### config.mk
export PLATFORM = sky130hd
export DESIGN_NAME = dual_tone_square_wave_generator_unit
export DESIGN_NICKNAME = d
export VERILOG_FILES = /design/src/rtl/dtsg_pkg.sv /design/src/rtl/dtsg_div.sv /design/src/rtl/dtsg_datapath.sv /design/src/rtl/dtsg_ctrl.sv /design/src/rtl/dual_tone_square_wave_generator_unit.sv
export SDC_FILE = /design/constraint.sdc
export NUM_CORES = 2
export LEC_CHECK = 0
export BUFFER_PORTS_ARGS = -buffer_cell sky130_fd_sc_hd__buf_2
export CORE_MARGIN = 2
export CORE_UTILIZATION = 60
export CTS_BUF_LIST = sky130_fd_sc_hd__clkbuf_4
export DETAILED_ROUTE_END_ITERATION = 10
export PLACE_DENSITY = 0.76
export RECOVER_POWER = 100
export SLEW_MARGIN = 25
export SYNTH_ARGS = -nofsm -noshare
export SYNTH_HDL_FRONTEND = slang
export SYNTH_SLANG_ARGS = --single-unit
### constraint.sdc
create_clock -name clk -period 19.1 [get_ports clk]
set_clock_uncertainty 0.1 [all_clocks]
set_input_delay 1.91 -clock clk [delete_from_list [all_inputs] [get_ports clk]]
set_output_delay 1.91 -clock clk [all_outputs]
set_load 0.005 [all_outputs]
### src/rtl/dtsg_pkg.sv
// Shared types, constants and helpers of the dual tone square wave generator.
`timescale 1ns / 1ps

package dtsg_pkg;

  // System clock and derived tone timing constants
  localparam int unsigned ClockHz    = 120000000;
  localparam logic [31:0] TickDiv    = 32'(ClockHz / 128);
  localparam logic [11:0] HalfLevel  = 12'd2047;
  localparam logic [15:0] CmpMax     = 16'hFFFF;
  localparam int unsigned DivSteps   = 32;
  localparam int unsigned DivCntW    = $clog2(DivSteps);

  // Half periods = floor(x / 500) = ((x >> 2) * ceil(2^37 / 125)) >> 37,
  // exact for every x below 2^32
  localparam logic [30:0] ToggleRecip = 31'd1099511628;
  localparam int unsigned ToggleShift = 37;

  // Input opcodes
  typedef enum logic [1:0] {
    OP_TICK  = 2'd0,
    OP_START = 2'd1,
    OP_STOP  = 2'd2
  } dtsg_op_t;

  // Controller states
  typedef enum logic [2:0] {
    ST_IDLE,
    ST_DECODE,
    ST_TICK0,
    ST_TICK1,
    ST_DIV_CMP,
    ST_DONE
  } dtsg_state_t;

  // Commands from controller to datapath
  typedef struct packed {
    logic latch_in;
    logic tick_en;
    logic tick_ch;
    logic div_start;
    logic load_cmp;
    logic load_tog;
    logic stop_en;
    logic load_out;
  } dtsg_cmd_t;

  // Status from datapath to controller
  typedef struct packed {
    logic [1:0] opcode;
    logic       div_done;
  } dtsg_stat_t;

  // DAC level for a pair of wave states
  function automatic logic [11:0] level_of(input logic [1:0] wave);
    logic [11:0] lvl;
    lvl = (wave[0] ? HalfLevel : 12'd0) + (wave[1] ? HalfLevel : 12'd0);
    return lvl;
  endfunction

endpackage

### src/rtl/dtsg_div.sv
// Serial restoring divider, one quotient bit per cycle.
`timescale 1ns / 1ps

module dtsg_div (
  input  logic        clk,
  input  logic        rst_n,
  input  logic        start,
  input  logic [31:0] dividend,
  input  logic [15:0] divisor,
  output logic        done,
  output logic [31:0] quotient
);
  import dtsg_pkg::*;

  logic               busy_r, busy_nxt;
  logic               done_r, done_nxt;
  logic [DivCntW-1:0] cnt_r, cnt_nxt;
  logic [15:0]        rem_r, rem_nxt;
  logic [31:0]        quo_r, quo_nxt;
  logic [16:0]        shifted;
  logic [16:0]        diff;
  logic               ge;

  // One restoring step
  assign shifted = {rem_r, quo_r[31]};
  assign diff    = shifted - {1'b0, divisor};
  assign ge      = shifted >= {1'b0, divisor};

  always_comb begin
    busy_nxt = busy_r;
    done_nxt = done_r;
    cnt_nxt  = cnt_r;
    rem_nxt  = rem_r;
    quo_nxt  = quo_r;
    if (start) begin
      busy_nxt = 1'b1;
      done_nxt = 1'b0;
      cnt_nxt  = '0;
      rem_nxt  = '0;
      quo_nxt  = dividend;
    end else if (busy_r) begin
      rem_nxt = ge ? diff[15:0] : shifted[15:0];
      quo_nxt = {quo_r[30:0], ge};
      cnt_nxt = cnt_r + 1'b1;
      if (cnt_r == DivCntW'(DivSteps - 1)) begin
        busy_nxt = 1'b0;
        done_nxt = 1'b1;
      end
    end
  end

  always_ff @(posedge clk) begin
    if (!rst_n) begin
      busy_r <= 1'b0;
      done_r <= 1'b0;
      cnt_r  <= '0;
    end else begin
      busy_r <= busy_nxt;
      done_r <= done_nxt;
      cnt_r  <= cnt_nxt;
    end
    rem_r <= rem_nxt;
    quo_r <= quo_nxt;
  end

  assign done     = done_r;
  assign quotient = quo_r;

endmodule

### src/rtl/dtsg_datapath.sv
// Tone channel state, tick processing, start setup and result register.
`timescale 1ns / 1ps

module dtsg_datapath (
  input  logic               clk,
  input  logic               rst_n,
  input  dtsg_pkg::dtsg_cmd_t  cmd,
  output dtsg_pkg::dtsg_stat_t stat,
  input  logic [1:0]         in_opcode,
  input  logic               in_channel,
  input  logic [15:0]        in_freq_hz,
  input  logic [15:0]        in_duration_ms,
  input  logic               cfg_valid,
  output logic               cfg_ready,
  input  logic               cfg_audio_enable,
  output logic [11:0]        out_dac_level,
  output logic               out_first_playing,
  output logic               out_second_playing
);
  import dtsg_pkg::*;

  // Latched input beat
  logic [1:0]  op_r;
  logic        ch_r;
  logic [15:0] freq_r;
  logic [15:0] dur_r;

  // Channel state
  logic        audio_r;
  logic [1:0]  running_r, running_nxt;
  logic [1:0]  wave_r, wave_nxt;
  logic [1:0]  endless_r, endless_nxt;
  logic [15:0] cnt_r [2];
  logic [15:0] cnt_nxt [2];
  logic [15:0] cmp_r [2];
  logic [15:0] cmp_nxt [2];
  logic [31:0] tog_r [2];
  logic [31:0] tog_nxt [2];
  logic [11:0] level_r, level_nxt;

  // Result register
  logic [11:0] out_level_r;
  logic [1:0]  out_run_r;

  // Divider hookup and half-period count
  logic [31:0] prod;
  logic [31:0] prod_r;
  logic [60:0] tog_mul;
  logic [31:0] tog_calc;
  logic [31:0] div_dividend;
  logic [15:0] div_divisor;
  logic        div_done;
  logic [31:0] div_q;
  logic [15:0] cmp_calc;

  assign prod         = 32'(freq_r) * 32'(dur_r);
  assign div_dividend = TickDiv;
  assign div_divisor  = freq_r;

  // freq * dur / 500 by reciprocal multiply on the registered product
  assign tog_mul  = 61'(prod_r[31:2]) * 61'(ToggleRecip);
  assign tog_calc = 32'(tog_mul[60:ToggleShift]);

  dtsg_div u_div (
    .clk      (clk),
    .rst_n    (rst_n),
    .start    (cmd.div_start),
    .dividend (div_dividend),
    .divisor  (div_divisor),
    .done     (div_done),
    .quotient (div_q)
  );

  // Compare value: quotient minus one, saturated
  always_comb begin
    if (freq_r == 16'd0) begin
      cmp_calc = CmpMax;
    end else if (div_q == 32'd0) begin
      cmp_calc = 16'd0;
    end else if (div_q > 32'h0001_0000) begin
      cmp_calc = CmpMax;
    end else begin
      cmp_calc = 16'(div_q - 32'd1);
    end
  end

  // Channel state update
  always_comb begin
    running_nxt = running_r;
    wave_nxt    = wave_r;
    endless_nxt = endless_r;
    cnt_nxt     = cnt_r;
    cmp_nxt     = cmp_r;
    tog_nxt     = tog_r;
    level_nxt   = level_r;

    if (cmd.tick_en && running_r[cmd.tick_ch]) begin
      if (cnt_r[cmd.tick_ch] == cmp_r[cmd.tick_ch]) begin
        cnt_nxt[cmd.tick_ch] = 16'd0;
        if (endless_r[cmd.tick_ch] || (tog_r[cmd.tick_ch] != 32'd0)) begin
          if (!endless_r[cmd.tick_ch]) begin
            tog_nxt[cmd.tick_ch] = tog_r[cmd.tick_ch] - 32'd1;
          end
          if (audio_r) begin
            wave_nxt[cmd.tick_ch] = ~wave_r[cmd.tick_ch];
            level_nxt             = level_of(wave_nxt);
          end
        end else begin
          running_nxt[cmd.tick_ch] = 1'b0;
          wave_nxt[cmd.tick_ch]    = 1'b0;
        end
      end else begin
        cnt_nxt[cmd.tick_ch] = cnt_r[cmd.tick_ch] + 16'd1;
      end
    end

    if (cmd.stop_en) begin
      running_nxt[ch_r] = 1'b0;
      wave_nxt[ch_r]    = 1'b0;
    end

    if (cmd.load_cmp) begin
      cmp_nxt[ch_r] = cmp_calc;
    end

    if (cmd.load_tog) begin
      endless_nxt[ch_r] = (dur_r == 16'd0);
      tog_nxt[ch_r]     = (dur_r == 16'd0) ? 32'd0 : tog_calc;
      cnt_nxt[ch_r]     = 16'd0;
      running_nxt[ch_r] = 1'b1;
    end
  end

  // State registers
  always_ff @(posedge clk) begin
    if (!rst_n) begin
      audio_r   <= 1'b1;
      running_r <= '0;
      wave_r    <= '0;
      endless_r <= '0;
      cnt_r     <= '{default: '0};
      cmp_r     <= '{default: '0};
      tog_r     <= '{default: '0};
      level_r   <= '0;
    end else begin
      if (cfg_valid) begin
        audio_r <= cfg_audio_enable;
      end
      running_r <= running_nxt;
      wave_r    <= wave_nxt;
      endless_r <= endless_nxt;
      cnt_r     <= cnt_nxt;
      cmp_r     <= cmp_nxt;
      tog_r     <= tog_nxt;
      level_r   <= level_nxt;
    end
  end

  // Input latch, product register and result register
  always_ff @(posedge clk) begin
    if (cmd.latch_in) begin
      op_r   <= in_opcode;
      ch_r   <= in_channel;
      freq_r <= in_freq_hz;
      dur_r  <= in_duration_ms;
    end
    prod_r <= prod;
    if (cmd.load_out) begin
      out_level_r <= level_r;
      out_run_r   <= running_r;
    end
  end

  assign cfg_ready          = 1'b1;
  assign stat.opcode        = op_r;
  assign stat.div_done      = div_done;
  assign out_dac_level      = out_level_r;
  assign out_first_playing  = out_run_r[0];
  assign out_second_playing = out_run_r[1];

`ifndef ASSERT_OFF
  // Level only ever takes the sum of zero, one or two half levels
  a_level_legal: assert property (@(posedge clk) disable iff (!rst_n)
    (level_r == 12'd0) || (level_r == HalfLevel) || (level_r == 12'(2 * HalfLevel)))
    else $error("dac level outside legal set");

  // A stopped channel never holds its wave high
  a_stopped_quiet: assert property (@(posedge clk) disable iff (!rst_n)
    ((~running_r & wave_r) == 2'b00))
    else $error("wave high on stopped channel");

  // A tick leaves the counter of a stopped first channel alone
  a_tick_hold0: assert property (@(posedge clk) disable iff (!rst_n)
    (cmd.tick_en && !cmd.tick_ch && !running_r[0]) |=> $stable(cnt_r[0]))
    else $error("stopped counter moved on tick");
`endif

endmodule

### src/rtl/dtsg_ctrl.sv
// Sequencing state machine: decode, tick steps, divider wait, result handoff.
`timescale 1ns / 1ps

module dtsg_ctrl (
  input  logic                 clk,
  input  logic                 rst_n,
  input  logic                 in_valid,
  output logic                 in_ready,
  output logic                 out_valid,
  input  logic                 out_ready,
  input  dtsg_pkg::dtsg_stat_t stat,
  output dtsg_pkg::dtsg_cmd_t  cmd
);
  import dtsg_pkg::*;

  dtsg_state_t state_r, state_nxt;
  logic        out_valid_r, out_valid_nxt;

  // State register
  always_ff @(posedge clk) begin
    if (!rst_n) begin
      state_r     <= ST_IDLE;
      out_valid_r <= 1'b0;
    end else begin
      state_r     <= state_nxt;
      out_valid_r <= out_valid_nxt;
    end
  end

  // Next state and commands
  always_comb begin
    state_nxt     = state_r;
    cmd           = '0;
    in_ready      = 1'b0;
    out_valid_nxt = out_valid_r && !out_ready;

    unique case (state_r)
      ST_IDLE: begin
        in_ready = 1'b1;
        if (in_valid) begin
          cmd.latch_in = 1'b1;
          state_nxt    = ST_DECODE;
        end
      end
      ST_DECODE: begin
        unique case (stat.opcode)
          OP_TICK: begin
            state_nxt = ST_TICK0;
          end
          OP_START: begin
            cmd.div_start = 1'b1;
            state_nxt     = ST_DIV_CMP;
          end
          OP_STOP: begin
            cmd.stop_en = 1'b1;
            state_nxt   = ST_DONE;
          end
          default: begin
            state_nxt = ST_DONE;
          end
        endcase
      end
      ST_TICK0: begin
        cmd.tick_en = 1'b1;
        cmd.tick_ch = 1'b0;
        state_nxt   = ST_TICK1;
      end
      ST_TICK1: begin
        cmd.tick_en = 1'b1;
        cmd.tick_ch = 1'b1;
        state_nxt   = ST_DONE;
      end
      ST_DIV_CMP: begin
        if (stat.div_done) begin
          cmd.load_cmp = 1'b1;
          cmd.load_tog = 1'b1;
          state_nxt    = ST_DONE;
        end
      end
      ST_DONE: begin
        if (!out_valid_r || out_ready) begin
          cmd.load_out  = 1'b1;
          out_valid_nxt = 1'b1;
          state_nxt     = ST_IDLE;
        end
      end
      default: begin
        state_nxt = ST_IDLE;
      end
    endcase
  end

  assign out_valid = out_valid_r;

`ifndef ASSERT_OFF
  // A result is loaded only into a free or draining output slot
  a_no_overwrite: assert property (@(posedge clk) disable iff (!rst_n)
    cmd.load_out |-> (!out_valid_r || out_ready))
    else $error("result beat overwritten");

  // Every accepted beat leads to the decode step
  a_accept_decode: assert property (@(posedge clk) disable iff (!rst_n)
    (in_valid && in_ready) |=> (state_r == ST_DECODE))
    else $error("accepted beat not decoded");

  // Divider is only started from decode
  a_div_start: assert property (@(posedge clk) disable iff (!rst_n)
    cmd.div_start |-> (state_r == ST_DECODE))
    else $error("stray divider start");
`endif

endmodule

### src/rtl/dual_tone_square_wave_generator_unit.sv
// Top level of the dual tone square wave generator.
// Usage:
//   Input channel (in_valid/in_ready) takes one command beat: opcode 0 is a
//   prescaled timer tick, 1 starts a tone on in_channel with in_freq_hz and
//   in_duration_ms (0 plays until stopped), 2 stops the tone on in_channel.
//   Every beat yields one result beat on the output channel
//   (out_valid/out_ready): DAC level and the playing flag of each channel.
//   Config channel (cfg_valid/cfg_ready) writes audio_enable; always ready.
// Sequencing:
//   One beat is processed at a time. A tick runs from accept to result
//   through decode, one step per channel and result load; stop and unused
//   opcodes run through decode and result load. A start waits on the
//   divider for the compare value; the half-period count is a multiply by
//   a constant reciprocal. The next beat is taken once the result is loaded.
// Reset: rst_n is synchronous active low; both channels stop, level is 0,
//   audio_enable is 1.
// Stall: a held result waits in the output register; one more beat may be
//   accepted and worked on, and its result waits until the slot frees.
`timescale 1ns / 1ps

module dual_tone_square_wave_generator_unit (
  input  logic        clk,
  input  logic        rst_n,
  input  logic        in_valid,
  output logic        in_ready,
  input  logic [1:0]  in_opcode,
  input  logic        in_channel,
  input  logic [15:0] in_freq_hz,
  input  logic [15:0] in_duration_ms,
  output logic        out_valid,
  input  logic        out_ready,
  output logic [11:0] out_dac_level,
  output logic        out_first_playing,
  output logic        out_second_playing,
  input  logic        cfg_valid,
  output logic        cfg_ready,
  input  logic        cfg_audio_enable
);
  import dtsg_pkg::*;

  dtsg_cmd_t  cmd;
  dtsg_stat_t stat;

  // Sequencer
  dtsg_ctrl u_ctrl (
    .clk       (clk),
    .rst_n     (rst_n),
    .in_valid  (in_valid),
    .in_ready  (in_ready),
    .out_valid (out_valid),
    .out_ready (out_ready),
    .stat      (stat),
    .cmd       (cmd)
  );

  // Channel datapath
  dtsg_datapath u_dp (
    .clk                (clk),
    .rst_n              (rst_n),
    .cmd                (cmd),
    .stat               (stat),
    .in_opcode          (in_opcode),
    .in_channel         (in_channel),
    .in_freq_hz         (in_freq_hz),
    .in_duration_ms     (in_duration_ms),
    .cfg_valid          (cfg_valid),
    .cfg_ready          (cfg_ready),
    .cfg_audio_enable   (cfg_audio_enable),
    .out_dac_level      (out_dac_level),
    .out_first_playing  (out_first_playing),
    .out_second_playing (out_second_playing)
  );

endmodule

After elaboration in Yosys (flattened, before gate mapping) --
Cells that the tools add are included.
Storage, ports and cells: output and inout port bits 17, word-level logic and storage cells 170, bits of input ports 41, register bits 287
Cells by class: muxes and demuxes 80, $add $sub $neg 6, $mul 2, $lt $le $gt $ge 10, equality and inequality tests 12, reduce and logical (&&, ||, !) cells 20, bitwise gates (word level) 15
Operators by type and width (count):
- $mux 64 | 5
- $mux 32 | 8
- $mux 16 | 12
- $bwmux 64 | 2
- $and 32x32->32 | 2
- $bwmux 32 | 2
- $demux 32 s1 | 2
- $not 32->32 | 2
- $mul 30x29->59 const B | 1
- $demux 16 s1 | 2
- $gt 32x17->1 const B | 1
- $logic_not 16->1 | 2
- $logic_not 32->1 | 1
- $mul 16x16->32 | 1
- $reduce_bool 32->1 | 1
- $sub 32x1->32 const B | 1
- $mux 2 | 12
- $mux 24 | 1
- $mux 1 | 22
- $mux 11 | 2
- $pmux 3 s6 | 1
- $ge 17x16->1 | 1
- $add 16x1->16 const B | 1
- $eq 16x16->1 | 1
- other kinds (35) | 59

Longest topological paths before layout --
word-level depth 15, mapped depth 25, depth with buffers taken out 24

Modules after synthesis --
Synthesis repeated with hierarchy kept, for this count alone.
Second synthesis, totals: cells, all modules 3748, area, all modules 34903.5 µm²
By module, submodules not included:
- dtsg_datapath | sequential area each 4564.4 µm², times used 1, area each 31270.0 µm², cells each 3382
- dtsg_div | sequential area each 1421.4 µm², times used 1, area each 3333.2 µm², cells each 331
- dtsg_ctrl | sequential area each 80.1 µm², times used 1, area each 300.3 µm², cells each 35

Worst setup path after synthesis --
Ideal clock, no wire load.
path kind register to register, start reg u_dp.prod_r[22], end reg u_dp.tog_r[54] (netlist name), path slack 12.333 ns, stages on the path, launching flop included 25, setup time 0.127 ns, arrival 6.540 ns, data required time 18.873 ns, period minus slack after synthesis 6.767 ns, path buffers 0, cell sequence dfxtp_1 ha_1 fa_1 fa_1 inv_1 fa_1 inv_1 fa_1 inv_1 fa_1 inv_1 fa_1 inv_1 fa_1 inv_1 ha_1 nand4_1 nor4_1 nand3_1 a2111oi_2 a311oi_1 nand3_1 a31oi_1 o2bb2ai_1 or3_1
Between the ends: word-level cells in the longest chain between the ends 4
Ends and longest elaborated chain:
- start: declaration | RTL line dtsg_datapath.sv:47 | logic [31:0] prod_r;
- start signal: assignment | RTL line dtsg_datapath.sv:167 | prod_r <= prod;
- $mul 30x29->59 | RTL line dtsg_datapath.sv:61 | assign tog_mul = 61'(prod_r[31:2]) * 61'(ToggleRecip);
- $mux 24 | RTL line dtsg_datapath.sv:128 | tog_nxt[ch_r] = (dur_r == 16'd0) ? 32'd0 : tog_calc;
- $bwmux 64 | RTL line dtsg_datapath.sv:128
- $mux 64 | RTL line dtsg_datapath.sv:126 | if (cmd.load_tog) begin
- end signal: assignment | RTL line dtsg_datapath.sv:154 | tog_r <= tog_nxt;
- end: declaration | RTL line dtsg_datapath.sv:37 | logic [31:0] tog_r [2];
No other way between the ends. A chain may end at the register's enable or synchronous reset.

Final worst setup path --
start reg u_dp.prod_r[24], end reg u_dp.tog_r[22] (netlist name)
Same word-level chain as after synthesis.

==> flow_summary.toml <==
[setup_path]
crit_path_start_kind = "flop"
cp-end-kind = "flop"
worstSetupPathType = "flop to flop"
crit_fanout = 10
reg2reg_depth = 24
crit_required_ns = 19.67
r2r-start = "u_dp.prod_r[24]$_DFF_P_"
arrival_ns = 9.15
ff2ff_setup_slack_ns = 10.52
worstReg2RegEnd = "u_dp.tog_r[22]$_SDFF_PN0_"

[outcome]
violations = "max-capacitance violations, max-slew violations"
status = "complete, but fails checks"

[timing]
setup_violations = 0
finalHoldViolations = 0
relSlewSlack_pct = -136
max_freq_mhz = 117
setup-tns-final_ns = 0
tightest_slew_ns = 3.54
drv_slew = 157
finalCritPeriodShare_pct = 44.9
fin_crit_ns = 8.58
rsz0062_at_grt = "false"

[drt]
wl_per_cell_um = 17.5
ant_nets = 0
drt-initial-drc-count = 1946
avgViaCountPerCell = 5.62
routed_wl_um = 82200
route.detailed.drc = 0
routed-via-count = 26300
firstDrtPassIters = 5

[synth]
yosys.cell_types.count = 84
synth_nets = 4862
ys_seq_elements = 267
ys_seq_area_share_pct = 16.4
syn-mean-instance-area_um2 = 9.11
synth_ff_type = "dfxtp_1"
yosysWarnings = 0
synth_edf_count = 40
synth_cells = 3853
netlist_area_um2 = 35100
async_reset_ff_share_pct = 0

[final_layout]
finish.net_count = 4870
regArea_um2 = 5750
area_growth_pct = 4.49
multi_input_area_um2 = 25800
final_util_pct = 63.4
layout-drive-gt1-share_pct = 4.93
nFillCells = 4809

[min_path]
min_path_type = "flop to flop"
whs_path_depth = 0
hold_path_end = "u_dp.out_dac_level[11]$_DFFE_PP_"
min-delay-start = "u_dp.level_r[11]$_SDFFE_PN0P_"

[floorplan]
start_util_pct = 60.7
placementRows = 88
dieWidth_um = 246
coreArea_um2 = 57800
dieArea_um2 = 60400
die-height_um = 246
io-pin-count = 58

[placed_design]
gp_congestion = 0.947
dp_hpwl_um = 63800
portBuffers = 56

[cts]
post_cts_buffers = 0
cts_resized = 0
holdBufCountCts = 0
clockBufferDepth = 3
cts_root_buf = "clkbuf_4"
ctsHtreeMaxLevel = 3
cts_made_buffers = 70
cts_tree = "yes"
cts_sinks = 267
clkLatencyLatePin_ns = 0.85
clk_pin_slew_worst_paths_ns = 0.06

[global_routing]
grt_pass1_wl_um = 137000
grt_pass1_vias = 27200
track_usage_pct = 28.3
grt_max_degree = 60
gr-total-overflow = 0
antenna_found_initial = 2

[job]
drv_cap = 4
registers in the layout, indices dropped and copies added (netlist names), 2 cells and up:
| register | count |
|---|---|
| u_dp.tog_r | 64 |
| u_dp.cmp_r | 32 |
| u_dp.cnt_r | 32 |
| u_dp.u_div.quotient | 32 |
| u_dp.prod_r | 30 |
| u_dp.div_divisor | 16 |
| u_dp.dur_r | 16 |
| u_dp.u_div.rem_r | 16 |
| u_dp.u_div.cnt_r | 5 |
| u_ctrl.state_r | 3 |
| u_dp.level_r | 3 |
| u_dp.out_dac_level | 3 |
| u_dp.endless_r | 2 |
| u_dp.op_r | 2 |
| u_dp.out_run_r | 2 |
| u_dp.running_r | 2 |
| u_dp.wave_r | 2 |
worst max-delay path, cell delays in order, from the launching register on:
cell	delay [ns]
dfxtp_1	0.63
ha_1	0.36
fa_1	0.39
fa_1	0.49
inv_1	0.05
fa_1	0.47
inv_1	0.06
fa_1	0.51
inv_1	0.06
fa_1	0.53
inv_1	0.05
fa_1	0.48
inv_1	0.05
fa_1	0.47
inv_1	0.04
ha_1	0.31
nand4_1	0.18
nor4_1	0.40
nand3_1	0.14
a2111oi_0	1.35
a311oi_1	0.30
nand3_1	0.20
a31oi_1	0.20
o2bb2ai_1	0.18
or3_1	0.39
layout make-up:
cell class / count / area share (%)
Clock buffer: 94 / 1.92
Sequential cell: 267 / 15.7
Inverter: 769 / 7.87
Timing Repair Buffer: 71 / 0.973
Antenna cell: 6 / 0.0410
Clock inverter: 32 / 0.481
Tap cell: 765 / 2.61
Multi-Input combinational cell: 2682 / 70.4
placed cells by master, fill, tap and decap left out, types with 33 or more instances in the layout:
master    Yosys  layout
fa_1        471     471
nor3_1       67      67
dfxtp_1     227     226
nor4_1       34      33
edfxtp_1     40      40
and2_1      106      98
a21oi_1     159     159
nor2_1      192     192
nand2_1     394     394
a21boi_0     36      36
mux2i_1      97      97
clkbuf_4      0      94
xor2_1       78      78
nand3_1      50      50
ha_1        497     497
inv_1       768     768
xnor2_1      75      75
o21ai_0      73      74
buf_2         9      48
layer usage:
metal	wire [um]	share of wire, %	track usage [%]
met4	2310	2.8	8.57
met3	5370	6.5	4.61
met2	38300	47	47.1
met1	36200	44	38.1
met5	0	0	0
per-stage QoR:
| stage | setup WS (ns) | instances | hold slack, ns | cell area, um^2 |
|---|---|---|---|---|
| floorplan | 12.33 | 3853 | 0.308 | 35100 |
| global placement | 11.55 | 4553 | 0.322 | 35800 |
| detailed placement | 11.41 | 4553 | 0.326 | 35800 |
| CTS | 11.37 | 4679 | 0.342 | 36700 |
| global route | 10.13 | 4685 | 0.353 | 36700 |
| finish | 10.52 | 4686 | 0.340 | 36700 |
Yosys cell counts (10+ instances only):
| library cell | instances | area share (%) |
|---|---|---|
| inv_1 | 768 | 8.2 |
| ha_1 | 497 | 18 |
| fa_1 | 471 | 27 |
| nand2_1 | 394 | 4.2 |
| dfxtp_1 | 227 | 13 |
| nor2_1 | 192 | 2.1 |
| a21oi_1 | 159 | 2.3 |
| and2_1 | 106 | 1.9 |
| clkbuf_1 | 100 | 1.1 |
| mux2i_1 | 97 | 2.8 |
| xor2_1 | 78 | 1.9 |
| xnor2_1 | 75 | 1.9 |
| o21ai_0 | 73 | 1.0 |
| nor3_1 | 67 | 0.96 |
| nand3_1 | 50 | 0.71 |
| edfxtp_1 | 40 | 3.4 |
| a21boi_0 | 36 | 0.77 |
| nor4_1 | 34 | 0.61 |
| a211oi_1 | 28 | 0.60 |
| a21o_1 | 28 | 0.60 |
| nand4_1 | 23 | 0.41 |
| a22oi_1 | 21 | 0.45 |
| o211ai_1 | 19 | 0.41 |
| nand2b_1 | 18 | 0.32 |
| o211a_1 | 17 | 0.48 |
| and3_1 | 15 | 0.27 |
| buf_4 | 14 | 0.30 |
| nor2b_1 | 14 | 0.25 |
| o21a_1 | 13 | 0.28 |
| o22ai_1 | 13 | 0.23 |
| nand3b_1 | 11 | 0.24 |
| or3_1 | 11 | 0.20 |
| o21bai_1 | 10 | 0.21 |
how the worst max path moves through the flow:
stage          slack, ns                      startpoint                        end
6_report           10.52         u_dp.prod_r[24]$_DFF_P_  u_dp.tog_r[22]$_SDFF_PN0_
3_3_place_gp       11.55         u_dp.prod_r[10]$_DFF_P_  u_dp.tog_r[54]$_SDFF_PN0_
4_1_cts            11.37         u_dp.prod_r[20]$_DFF_P_  u_dp.tog_r[54]$_SDFF_PN0_
2_1_floorplan      12.33         u_dp.prod_r[22]$_DFF_P_  u_dp.tog_r[54]$_SDFF_PN0_
3_5_place_dp       11.41         u_dp.prod_r[20]$_DFF_P_  u_dp.tog_r[54]$_SDFF_PN0_
5_1_grt            10.13  u_ctrl.state_r[0]$_SDFFE_PN0P_  u_dp.tog_r[22]$_SDFF_PN0_
cell families after synthesis:
kind of cell	synth area share (%)
AND/OR/NAND/NOR	13.1
adder cells (fa/ha/maj)	44.6
buffers and inverters	10.0
AO/OA/AOI/OAI	8.93
flip-flops	16.4
XOR/XNOR	3.82
multiplexers	3.13
other	0.0107
Power is left out: the tool's default activity adds up to more than one toggle a clock period on the data nets, which glitch-free logic cannot reach.
